### src/hdl/dcds_pkg.sv
`timescale 1ns / 1ps
// Shared types and constants of the draw command depth sorter.
package dcds_pkg;

   // Default store depth in records
   localparam int CAPACITY_DEFAULT = 64;

   // Fixed field widths
   localparam int DEPTH_W     = 32;
   localparam int ID_W        = 32;
   localparam int TIE_KEY_W   = 64;
   localparam int POSITION_W  = 6;
   localparam int CSR_ADDR_W  = 3;
   localparam int CSR_DATA_W  = 32;

   // Byte address word index of the sort mode register
   localparam logic REG_SORT_MODE = 1'b0;

   typedef enum logic [1:0] {
      MODE_NONE          = 2'd0,
      MODE_FRONT_TO_BACK = 2'd1,
      MODE_BACK_TO_FRONT = 2'd2,
      MODE_BY_MATERIAL   = 2'd3
   } sort_mode_type;

   // One stored draw command record
   typedef struct packed {
      logic signed [DEPTH_W-1:0] depth;
      logic [ID_W-1:0]           material_id;
      logic [ID_W-1:0]           object_id;
      logic [TIE_KEY_W-1:0]      tie_key;
   } record_type;

endpackage

### src/hdl/dcds_order_cmp.sv
`timescale 1ns / 1ps
// Shared record order comparator: true when the candidate goes strictly before the held record.
module dcds_order_cmp (
   input  dcds_pkg::sort_mode_type mode,
   input  dcds_pkg::record_type    cand,
   input  dcds_pkg::record_type    held,
   output logic                    cand_before
);

   logic dep_lt, dep_gt, dep_eq;
   logic mat_lt, mat_eq;
   logic obj_lt, obj_eq;
   logic tk_lt, tk_gt;

   // Field compares, all in parallel
   always_comb begin
      dep_lt = cand.depth < held.depth;
      dep_gt = cand.depth > held.depth;
      dep_eq = cand.depth == held.depth;
      mat_lt = cand.material_id < held.material_id;
      mat_eq = cand.material_id == held.material_id;
      obj_lt = cand.object_id < held.object_id;
      obj_eq = cand.object_id == held.object_id;
      tk_lt  = cand.tie_key < held.tie_key;
      tk_gt  = cand.tie_key > held.tie_key;
   end

   // Lexical order per mode; no mode ever reports a tie as before
   always_comb begin
      case (mode)
         dcds_pkg::MODE_BY_MATERIAL: begin
            cand_before = mat_lt;
         end
         dcds_pkg::MODE_FRONT_TO_BACK: begin
            if (!dep_eq)
               cand_before = dep_lt;
            else if (!mat_eq)
               cand_before = mat_lt;
            else if (!obj_eq)
               cand_before = obj_lt;
            else
               cand_before = tk_lt;
         end
         dcds_pkg::MODE_BACK_TO_FRONT: begin
            if (!dep_eq)
               cand_before = dep_gt;
            else if (!mat_eq)
               cand_before = mat_lt;
            else if (!obj_eq)
               cand_before = obj_lt;
            else
               cand_before = tk_gt;
         end
         default: begin
            cand_before = 1'b0;
         end
      endcase
   end

endmodule

### config.mk
export PLATFORM = sky130hd
export DESIGN_NAME = dcds_order_cmp
export DESIGN_NICKNAME = d
export VERILOG_FILES = /design/src/hdl/dcds_pkg.sv /design/src/hdl/dcds_order_cmp.sv
export SDC_FILE = /design/constraint.sdc
export NUM_CORES = 1
export LEC_CHECK = 0
export BUFFER_PORTS_ARGS = -buffer_cell sky130_fd_sc_hd__buf_2
export CAP_MARGIN = 15
export CORE_ASPECT_RATIO = 1.1
export CORE_MARGIN = 8
export CORE_UTILIZATION = 25
export DETAILED_ROUTE_END_ITERATION = 8
export PLACE_DENSITY = 0.54
export SYNTH_ARGS = -nofsm -noshare
export SYNTH_HDL_FRONTEND = slang
export SYNTH_SLANG_ARGS = --single-unit
### constraint.sdc
create_clock -name vclk -period 6.1
set_input_delay 0.915 -clock vclk [all_inputs]
set_output_delay 0.915 -clock vclk [all_outputs]
set_load 0.02 [all_outputs]
======== Word-level counts from Yosys, hierarchy flattened ========
Cells that the tools add are included.
storage, ports and cells
  logic and storage cells ................. 19
  output and inout port bits .............. 1
  flip-flop bits (word level) ............. 0
operators by class
  eq/ne operators ......................... 6
  magnitude comparators ................... 6
  multiplexer cells ....................... 7
operators with widths
  kind                number
  $eq 32x32->1        3
  $lt 32x32->1        3
  $gt 64x64->1        1
  $lt 64x64->1        1
  $gt 32x32->1        1
  $mux 1              6
  $eq 2x2->1 const B  2
  $pmux 1 s3          1
  $eq 2x1->1 const B  1

======== Logic depth before layout (Yosys ltp) ========
Gate-level depths: netlist of the first run.
  depth after elaboration ................. 5
  gate-level depth with buffers ........... 10
  mapped depth without buffers ............ 10

======== Worst setup path before layout of the first run ========
OpenSTA, ideal clock, no wires.
  path kind ............................... input port to output port
  start ................................... input held[155] (netlist name)
  end ..................................... output cand_before
  data required time ...................... 5.185 ns
  slack ................................... 2.002 ns
  arrival ................................. 3.183 ns
  cell stages on the path ................. 8
  path through ............................ inv_1 ha_1 nand4_1 or4_1 or4_1 or4_1 a31oi_1 a21oi_1
between the ends
  longest elaborated chain between the ends .. 3
  elaborated cells between the ends (all ways) .. 6
  classes of those cells .................. order compare (2); eq/ne (1); mux (3)
RTL lines
  what                                        RTL line                                    text
  start, declared                             dcds_order_cmp.sv:6                         input dcds_pkg::record_type held,
  $gt 32x32->1, or another cell as far along  dcds_order_cmp.sv:18                        dep_gt = cand.depth > held.depth;
  $mux 1, on equally long branches            dcds_order_cmp.sv:45, dcds_order_cmp.sv:35
  $pmux 1 s3 (*)                              dcds_order_cmp.sv:30                        case (mode)
  end, declared                               dcds_order_cmp.sv:7                         output logic cand_before
Every way passes the cells marked *; elsewhere a longest branch is shown, timed or not.

======== Final worst setup path of the first run ========
  start ................................... input held[154] (netlist name)
  end ..................................... output cand_before
Same word-level chain as after synthesis.

==> results of run 1 <==
==> final timing paths <==
kind | slack, ns | cells past startpoint | to | from
worst max-delay path | 1.64 | 10 | cand_before | held[154]
worst min-delay path | 2.40 | 5 | cand_before | mode[0]
==> where the power goes <==
part           leakage [nW]  total (W)  internal (W)  switching [W]
clock                     0          0             0              0
sequential                0          0             0              0
combinational          3.89   0.000347      0.000181       0.000166
==> cells in the mapped netlist (5+ instances only) <==
cell / n / area (sq um)
sky130_fd_sc_hd__inv_1: 168 / 631
sky130_fd_sc_hd__ha_1: 160 / 2000
sky130_fd_sc_hd__a21oi_1: 65 / 325
sky130_fd_sc_hd__nand2_1: 37 / 139
sky130_fd_sc_hd__nand4_1: 31 / 194
sky130_fd_sc_hd__o21ai_0: 25 / 125
sky130_fd_sc_hd__nor2_1: 20 / 75.1
sky130_fd_sc_hd__a21o_1: 14 / 105
sky130_fd_sc_hd__nand3_1: 12 / 60.1
sky130_fd_sc_hd__nor2b_1: 9 / 56.3
sky130_fd_sc_hd__nor3_1: 7 / 35.0
sky130_fd_sc_hd__o211ai_1: 5 / 37.5
==> metrics by stage <==
stage / total power, W / instances / instance area, sq um / worst slack (ns)
2_1_floorplan: 0.000186 / 596 / 4120 / 2.00
4_1_cts: 0.000353 / 1123 / 5990 / 1.58
3_5_place_dp: 0.000350 / 1123 / 5990 / 1.59
5_1_grt: 0.000403 / 1123 / 5990 / 1.48
6_report: 0.000347 / 1123 / 5990 / 1.64
3_3_place_gp: 0.000348 / 1123 / 5990 / 1.62
==> cells by family after synthesis <==
logic type,Yosys count
buffers and inverters,168
adder cells (fa/ha/maj),160
AO/OA/AOI/OAI,134
AND/OR/NAND/NOR,133
multiplexers,1
==> per-layer routing <==
| metal | track usage, % | wire (um) | vias to the layer above |
|---|---|---|---|
| li1 | - | - | 2720 |
| met1 | 16.2 | 6610 | 2124 |
| met2 | 28.0 | 8230 | 196 |
| met3 | 4.23 | 1390 | 6 |
| met4 | 0.707 | 97 | 0 |
| met5 | 0 | 0 | - |
==> final cells by class <==
cell class,instances,area [sq um]
fill,1801,10300
inverter,168,631
multi-input combinational,428,3490
tap,204,255
timing repair buffer,323,1620
==> load_flow_metrics.sql, run 1 <==
INSERT INTO impl_metrics (metric_group, metric, value, unit) VALUES
('global_routing', 'first_pass_grt_wire_length', '25400', 'um'),
('finish', 'syn2layout_area_growth', '45.4', '%'),
('synthesis', 'synth-simple-area-share', '16.5', '%'),
('detailed_routing', 'dr.pass1.iters', '4', ''),
('floorplanning', 'floorplan.rows', '49', ''),
('global_routing', 'antenna_found_initial', '0', ''),
('worst_setup_path', 'worstPathCellList', 'buf_2 > inv_1 > ha_1 > nand4_1 > or4_1 > or4_1 > or4_1 > a31oi_1 > a21oi_1 > buf_2', ''),
('detailed_routing', 'drt_wl_total', '16300', 'um'),
('floorplanning', 'core_region_area', '0.0162', 'sq mm'),
('worst_setup_path', 'setup.worst_path.start_class', 'input pin', ''),
('detailed_routing', 'ant_nets', '0', ''),
('worst_setup_path', 'slowest_delay', '0.60', 'ns'),
('flow_run', 'maxCapViolations', '0', ''),
('clock_network', 'cts_post_setup_buffers_inserted', '0', ''),
('floorplanning', 'initial_core_util', '25.4', '%'),
('floorplanning', 'die_h', '151', 'um'),
('worst_setup_path', 'worst_path_most_repeated_cell', 'sky130_fd_sc_hd__or4_1', ''),
('floorplanning', 'ioPinCount', '323', ''),
('finish', 'finalCoreUtilization', '36.9', '%'),
('synthesis', 'mappedNetlistNets', '1078', ''),
('synthesis', 'synth_top_family_by_area', 'adder cells', ''),
('synthesis', 'seq_area_frac_synth', '0', '%'),
('global_routing', 'track_usage', '14.6', '%'),
('detailed_routing', 'detailedRoute.firstIterationViolations', '128', ''),
('finish', 'area.sequential', '0', 'sq um'),
('synthesis', 'synth.area.mux_share', '0.273', '%'),
('worst_setup_path', 'end_kind', 'primary output', ''),
('sta', 'final-max-slew-violation-count', '0', ''),
('synthesis', 'post_synth_instance_area', '0.00412', 'sq mm'),
('worst_setup_path', 'worst_ep_arrival_time', '3.55', 'ns'),
('sta', 'grt_setup_unrepaired', 'no', ''),
('placed_design', 'routabilityCongestion', '0.815', ''),
('sta', 'layout_min_cycle_time', '4.46', 'ns'),
('synthesis', 'synth_compound_gate_area_share', '19.3', '%'),
('sta', 'transition_at_the_pin_with_the_smallest_max_transition_slack', '0.506', 'ns'),
('placed_design', 'portBuffers', '323', ''),
('clock_network', 'cts.hold.buffers_added', '0', ''),
('sta', 'finalSetupViolations', '0', ''),
('sta', 'fmaxAchievable', '0.224', 'GHz'),
('synthesis', 'yosysWarningCount', '0', ''),
('worst_setup_path', 'cell_family_contributing_the_most_delay_on_the_critical_path', 'simple AND/OR/NAND/NOR gates', ''),
('global_routing', 'grt_max_degree', '7', ''),
('synthesis', 'xor_and_xnor_fraction_of_the_mapped_netlist_area', '0', '%'),
('power', 'power_per_cell_area', '57.9', 'mW/mm^2'),
('worst_setup_path', 'path_buf_inv', '3', ''),
('finish', 'layout_net_count', '1403', ''),
('sta', 'finalCritPeriodShare', '73.2', '%'),
('synthesis', 'adder_cell_fraction_of_synth_area', '48.6', '%'),
('power', 'p_leak', '3.89', 'nW'),
('floorplanning', 'die_area', '0.0208', 'sq mm'),
('detailed_routing', 'drcViolationCount', '0', ''),
('detailed_routing', 'dr_total_vias', '5046', ''),
('finish', 'mostFrequentLayoutCells', 'sky130_fd_sc_hd__buf_2, sky130_fd_sc_hd__inv_1, sky130_fd_sc_hd__ha_1, sky130_fd_sc_hd__a21oi_1, sky130_fd_sc_hd__nand2_1', ''),
('worst_setup_path', 'worst-path-max-fanout', '3', ''),
('finish', 'nFlopsAndLatches', '0', ''),
('synthesis', 'post_synth.cell_area_avg', '6.91', 'sq um'),
('sta', 'maxSlewHeadroom', '65.9', '%'),
('worst_setup_path', 'path_class', 'in2out', ''),
('detailed_routing', 'viasPerCell', '4.49', ''),
('status', 'run_status', 'finished clean', ''),
('worst_setup_path', 'crit_slowest_cell', 'sky130_fd_sc_hd__or4_1', ''),
('clock_network', 'cts_resized', '0', ''),
('sta', 'final_hold_viol_count', '0', ''),
('finish', 'antenna_cells_inserted', '0', ''),
('finish', 'n_clock_buffer', '0', ''),
('synthesis', 'synth_cell_types', '38', ''),
('sta', 'fin_tns_setup', '0', 'ns'),
('detailed_routing', 'wl_per_cell', '14.5', 'um'),
('global_routing', 'grt_remaining_overflow', '0', ''),
('finish', 'layout_commonest_cell', 'sky130_fd_sc_hd__buf_2', ''),
('placed_design', 'place.detailed.hpwl', '15800', 'um'),
('worst_setup_path', 'cp.required', '5.18', 'ns'),
('global_routing', 'first_global_vias', '5302', ''),
('power', 'vdd_drop_max', '22.4', 'uV'),
('hold_path', 'hp-class', 'in2out', ''),
('floorplanning', 'fp.dieW', '138', 'um'),
('synthesis', 'syn-instance-count', '596', ''),
('sta', 'hold-worst-slack', '2.40', 'ns'),
('finish', 'drive_gt1_share', '35.7', '%');
(Power assumes the default switching activity.)
==> inputs of run 2 (changes only) <==
--- a/config.mk
+++ b/config.mk
@@ -11,7 +11,7 @@
 export CORE_MARGIN = 8
 export CORE_UTILIZATION = 25
 export DETAILED_ROUTE_END_ITERATION = 8
-export PLACE_DENSITY = 0.54
+export PLACE_DENSITY = 0.56
 export SYNTH_ARGS = -nofsm -noshare
 export SYNTH_HDL_FRONTEND = slang
 export SYNTH_SLANG_ARGS = --single-unit
==> constraint.sdc (replaced) <==
create_clock -name vclk -period 4
set_input_delay 0.6 -clock vclk [all_inputs]
set_output_delay 0.6 -clock vclk [all_outputs]
set_load 0.02 [all_outputs]
==> load_flow_metrics.sql, run 2 (synthesized netlist as in run 1, its figures left out) <==
INSERT INTO impl_metrics (metric_group, metric, value, unit) VALUES
('power', 'vdd_drop_max', '46.3', 'uV'),
('global_routing', 'grt_remaining_overflow', '0', ''),
('finish', 'syn2layout_area_growth', '45.7', '%'),
('finish', 'area.sequential', '0', 'sq um'),
('floorplanning', 'fp.dieW', '138', 'um'),
('detailed_routing', 'wl_per_cell', '15.0', 'um'),
('status', 'run_status', 'finished clean', ''),
('finish', 'layout_commonest_cell', 'sky130_fd_sc_hd__buf_2', ''),
('sta', 'layout_min_cycle_time', '3.80', 'ns'),
('worst_setup_path', 'setup.worst_path.start_class', 'input pin', ''),
('sta', 'maxSlewHeadroom', '69.2', '%'),
('floorplanning', 'floorplan.rows', '49', ''),
('finish', 'drive_gt1_share', '35.9', '%'),
('worst_setup_path', 'cell_family_contributing_the_most_delay_on_the_critical_path', 'simple AND/OR/NAND/NOR gates', ''),
('worst_setup_path', 'worstPathCellList', 'buf_2 > inv_1 > ha_1 > nand4_1 > or4_4 > or4_1 > or4_1 > a31oi_1 > a21oi_1 > buf_2', ''),
('worst_setup_path', 'path_buf_inv', '3', ''),
('finish', 'nFlopsAndLatches', '0', ''),
('finish', 'n_clock_buffer', '0', ''),
('sta', 'finalSetupViolations', '0', ''),
('power', 'power_per_cell_area', '87.6', 'mW/mm^2'),
('sta', 'grt_setup_unrepaired', 'no', ''),
('floorplanning', 'core_region_area', '0.0162', 'sq mm'),
('detailed_routing', 'detailedRoute.firstIterationViolations', '125', ''),
('power', 'report.power.total', '0.000526', 'W'),
('sta', 'final_hold_viol_count', '0', ''),
('global_routing', 'antenna_found_initial', '1', ''),
('floorplanning', 'die_area', '0.0208', 'sq mm'),
('detailed_routing', 'dr_total_vias', '5058', ''),
('worst_setup_path', 'worst_ep_arrival_time', '3.20', 'ns'),
('finish', 'layout_net_count', '1404', ''),
('sta', 'final-max-slew-violation-count', '0', ''),
('floorplanning', 'ioPinCount', '323', ''),
('clock_network', 'cts.hold.buffers_added', '0', ''),
('detailed_routing', 'drcViolationCount', '0', ''),
('detailed_routing', 'ant_nets', '0', ''),
('finish', 'antenna_cells_inserted', '0', ''),
('detailed_routing', 'viasPerCell', '4.50', ''),
('worst_setup_path', 'worst-path-max-fanout', '3', ''),
('global_routing', 'grt_max_degree', '7', ''),
('worst_setup_path', 'worst_setup_path_startpoint', 'held[155]', ''),
('worst_setup_path', 'path_depth', '10', ''),
('floorplanning', 'die_h', '151', 'um'),
('sta', 'transition_at_the_pin_with_the_smallest_max_transition_slack', '0.457', 'ns'),
('detailed_routing', 'drt_wl_total', '16800', 'um'),
('floorplanning', 'initial_core_util', '25.4', '%'),
('worst_setup_path', 'end_kind', 'primary output', ''),
('power', 'p_leak', '3.90', 'nW'),
('detailed_routing', 'dr.pass1.iters', '4', ''),
('global_routing', 'track_usage', '15.1', '%'),
('sta', 'fin_tns_setup', '0', 'ns'),
('placed_design', 'portBuffers', '323', ''),
('worst_setup_path', 'cp.required', '3.40', 'ns'),
('global_routing', 'first_pass_grt_wire_length', '26000', 'um'),
('worst_setup_path', 'slowest_delay', '0.57', 'ns'),
('sta', 'finalCritPeriodShare', '95.1', '%'),
('global_routing', 'first_global_vias', '5291', ''),
('placed_design', 'place.detailed.hpwl', '16300', 'um'),
('finish', 'mostFrequentLayoutCells', 'sky130_fd_sc_hd__buf_2, sky130_fd_sc_hd__inv_1, sky130_fd_sc_hd__ha_1, sky130_fd_sc_hd__a21oi_1, sky130_fd_sc_hd__nand2_1', ''),
('flow_run', 'maxCapViolations', '0', ''),
('worst_setup_path', 'crit_slowest_cell', 'sky130_fd_sc_hd__or4_4', ''),
('sta', 'fmaxAchievable', '0.263', 'GHz'),
('worst_setup_path', 'cp-endpoint', 'cand_before', ''),
('worst_setup_path', 'path_class', 'in2out', ''),
('hold_path', 'hp-class', 'in2out', ''),
('placed_design', 'routabilityCongestion', '0.833', '');
-- run 2: cell count changes in the layout (fill, tap and decap cells not counted) --
| cell | change |
|---|---|
| sky130_fd_sc_hd__buf_4 | +1 |
| sky130_fd_sc_hd__or4_1 | -1 |
| sky130_fd_sc_hd__or4_4 | +1 |
-- run 2: where the power goes --
group | internal, W | total [W] | switching, W | leakage, nW
registers | 0 | 0 | 0 | 0
clock network | 0 | 0 | 0 | 0
logic | 0.000274 | 0.000526 | 0.000252 | 3.90
-- run 2: what timing repair did --
item | 4_1_cts | 5_1_grt
setup endpoints to repair | 0 | 1
gates resized for setup | 0 | 1
buffers inserted | 0 | 1
-- run 2: layout make-up --
| class | count | area (sq um) |
|---|---|---|
| timing repair buffer | 324 | 1620 |
| fill | 1788 | 10200 |
| multi-input combinational | 428 | 3490 |
| tap | 204 | 255 |
| inverter | 168 | 631 |
-- run 2: metrics by stage --
step           utilization, %  std cells  hold slack (ns)  area (sq um)  worst slack, ns
2_1_floorplan               -        596             1.50          4120            0.532
3_5_place_dp             36.9       1123             1.81          5990           0.0966
6_report                 36.9       1124             1.78          6000            0.196
3_3_place_gp             36.9       1123             1.80          5990            0.131
5_1_grt                  36.9       1124             1.83          6000           0.0147
4_1_cts                  36.9       1123             1.81          5990           0.0860
-- run 2: worst min-delay path by stage --
stage                 start           to  slack, ns  cells past startpoint
floorplan           mode[0]  cand_before       1.50                      3
global placement    mode[1]  cand_before       1.80                      6
detailed placement  mode[1]  cand_before       1.81                      6
CTS                 mode[1]  cand_before       1.81                      6
global route        mode[0]  cand_before       1.83                      5
finish              mode[0]  cand_before       1.78                      5
-- run 2: routing by layer --
layer / share of wire [%] / wire [um] / global-route usage [%]
met1: 39 / 6630 / 16.2
met2: 51 / 8620 / 29.6
met3: 9.1 / 1520 / 4.76
met4: 0.21 / 35 / 0.272
met5: 0.077 / 13 / 0
==> inputs of run 3 (changes only) <==
--- a/config.mk
+++ b/config.mk
@@ -7,11 +7,11 @@
 export LEC_CHECK = 0
 export BUFFER_PORTS_ARGS = -buffer_cell sky130_fd_sc_hd__buf_2
 export CAP_MARGIN = 15
-export CORE_ASPECT_RATIO = 1.1
-export CORE_MARGIN = 8
-export CORE_UTILIZATION = 25
+export CORE_AREA = 8 8 120 122
 export DETAILED_ROUTE_END_ITERATION = 8
-export PLACE_DENSITY = 0.56
+export DIE_AREA = 0 0 128 130
+export PLACE_DENSITY = 0.71
+export RECOVER_POWER = 25
 export SYNTH_ARGS = -nofsm -noshare
 export SYNTH_HDL_FRONTEND = slang
 export SYNTH_SLANG_ARGS = --single-unit
==> load_flow_metrics.sql, run 3 (synthesized netlist as in run 1, its figures left out) <==
INSERT INTO impl_metrics (metric_group, metric, value, unit) VALUES
('sta', 'fmaxAchievable', '0.259', 'GHz'),
('detailed_routing', 'wl_per_cell', '14.2', 'um'),
('worst_setup_path', 'path_buf_inv', '3', ''),
('finish', 'multiInputGateArea', '0.00349', 'sq mm'),
('power', 'report.power.total', '0.000524', 'W'),
('detailed_routing', 'detailedRoute.firstIterationViolations', '120', ''),
('worst_setup_path', 'crit_slowest_cell', 'sky130_fd_sc_hd__or4_4', ''),
('finish', 'finalInstanceArea', '0.00596', 'sq mm'),
('hold_path', 'hp-class', 'in2out', ''),
('clock_network', 'cts_post_setup_buffers_inserted', '0', ''),
('worst_setup_path', 'cell_family_contributing_the_most_delay_on_the_critical_path', 'simple AND/OR/NAND/NOR gates', ''),
('detailed_routing', 'dr_total_vias', '5015', ''),
('global_routing', 'antenna_found_initial', '0', ''),
('detailed_routing', 'ant_nets', '0', ''),
('floorplanning', 'ioPinCount', '323', ''),
('placed_design', 'portBuffers', '323', ''),
('placed_design', 'dpl-instance-area', '0.00596', 'sq mm'),
('finish', 'layout_net_count', '1404', ''),
('worst_setup_path', 'worst_ep_arrival_time', '3.27', 'ns'),
('global_routing', 'track_usage', '17.2', '%'),
('floorplanning', 'fp.dieW', '128', 'um'),
('sta', 'transition_at_the_pin_with_the_smallest_max_transition_slack', '0.564', 'ns'),
('sta', 'finalCritPeriodShare', '96.7', '%'),
('finish', 'layout_commonest_cell', 'sky130_fd_sc_hd__buf_2', ''),
('floorplanning', 'die_h', '130', 'um'),
('sta', 'final-max-slew-violation-count', '0', ''),
('detailed_routing', 'dr.pass1.iters', '4', ''),
('finish', 'filler_cell_count', '1320', ''),
('detailed_routing', 'drt_wl_total', '15500', 'um'),
('power', 'vdd_drop_max', '40.2', 'uV'),
('finish', 'antenna_cells_inserted', '0', ''),
('power', 'power_per_cell_area', '87.9', 'mW/mm^2'),
('global_routing', 'grt_remaining_overflow', '0', ''),
('detailed_routing', 'drcViolationCount', '0', ''),
('worst_setup_path', 'cp.required', '3.40', 'ns'),
('floorplanning', 'initial_core_util', '33.2', '%'),
('status', 'run_status', 'finished clean', ''),
('placed_design', 'place.detailed.hpwl', '15000', 'um'),
('floorplanning', 'core_region_area', '0.0124', 'sq mm'),
('sta', 'layout_min_cycle_time', '3.87', 'ns'),
('finish', 'n_clock_buffer', '0', ''),
('worst_setup_path', 'slowest_delay', '0.59', 'ns'),
('floorplanning', 'floorplan.rows', '41', ''),
('sta', 'grt_setup_unrepaired', 'no', ''),
('sta', 'finalSetupViolations', '0', ''),
('detailed_routing', 'viasPerCell', '4.59', ''),
('worst_setup_path', 'worst-path-max-fanout', '3', ''),
('power', 'p_leak', '3.90', 'nW'),
('finish', 'drive_gt1_share', '35.9', '%'),
('clock_network', 'cts_resized', '0', ''),
('placed_design', 'routabilityCongestion', '0.913', ''),
('sta', 'final_hold_viol_count', '0', ''),
('worst_setup_path', 'worstPathCellList', 'buf_2 > inv_1 > ha_1 > nand4_1 > or4_4 > or4_1 > or4_1 > a31oi_1 > a21oi_1 > buf_2', ''),
('worst_setup_path', 'setup.worst_path.start_class', 'input pin', ''),
('sta', 'fin_tns_setup', '0', 'ns'),
('sta', 'maxSlewHeadroom', '62.0', '%'),
('finish', 'mostFrequentLayoutCells', 'sky130_fd_sc_hd__buf_2, sky130_fd_sc_hd__inv_1, sky130_fd_sc_hd__ha_1, sky130_fd_sc_hd__a21oi_1, sky130_fd_sc_hd__nand2_1', ''),
('finish', 'nFlopsAndLatches', '0', ''),
('global_routing', 'first_pass_grt_wire_length', '23600', 'um'),
('clock_network', 'cts.hold.buffers_added', '0', ''),
('worst_setup_path', 'path_class', 'in2out', ''),
('finish', 'area.sequential', '0', 'sq um'),
('worst_setup_path', 'end_kind', 'primary output', ''),
('floorplanning', 'die_area', '0.0166', 'sq mm'),
('finish', 'finalCoreUtilization', '48.0', '%'),
('global_routing', 'first_global_vias', '5137', ''),
('finish', 'syn2layout_area_growth', '44.7', '%'),
('flow_run', 'maxCapViolations', '0', ''),
('global_routing', 'grt_max_degree', '6', '');
## run 3: cell counts in the layout (fill, tap and decap cells not counted)
Identical to the previous run, type by type.
## run 3: path summary, 6_finish.rpt
path | to | startpoint | cells after the start | slack [ns]
setup / recovery | cand_before | held[155] | 10 | 0.13
hold / removal | cand_before | mode[0] | 5 | 1.73
## run 3: area by class of cell
| type | count | area share [%] |
|---|---|---|
| Multi-Input combinational cell | 428 | 58.6 |
| Tap cell | 172 | 3.61 |
| Inverter | 168 | 10.6 |
| Timing Repair Buffer | 324 | 27.2 |
## run 3: per-stage QoR
| step | hold slack, ns | cells | setup slack, ns |
|---|---|---|---|
| after detailed placement | 1.74 | 1092 | 0.0887 |
| after global routing | 1.77 | 1092 | 0.00896 |
| after global placement | 1.73 | 1092 | 0.0990 |
| after CTS | 1.74 | 1092 | 0.0784 |
| final | 1.73 | 1092 | 0.132 |
| after floorplan | 1.50 | 596 | 0.532 |
## run 3: power by group
group	switching, W	internal, W
Clock	0	0
Combinational	0.000248	0.000276
Sequential	0	0
Total	0.000248	0.000276
## run 3: metal layers
metal	routed length, um	vias up	GRT usage (%)
met5	0	-	0
met1	6150	2091	18.5
li1	-	2718	-
met2	7690	196	33.1
met3	1520	10	5.22
met4	156	0	1.82
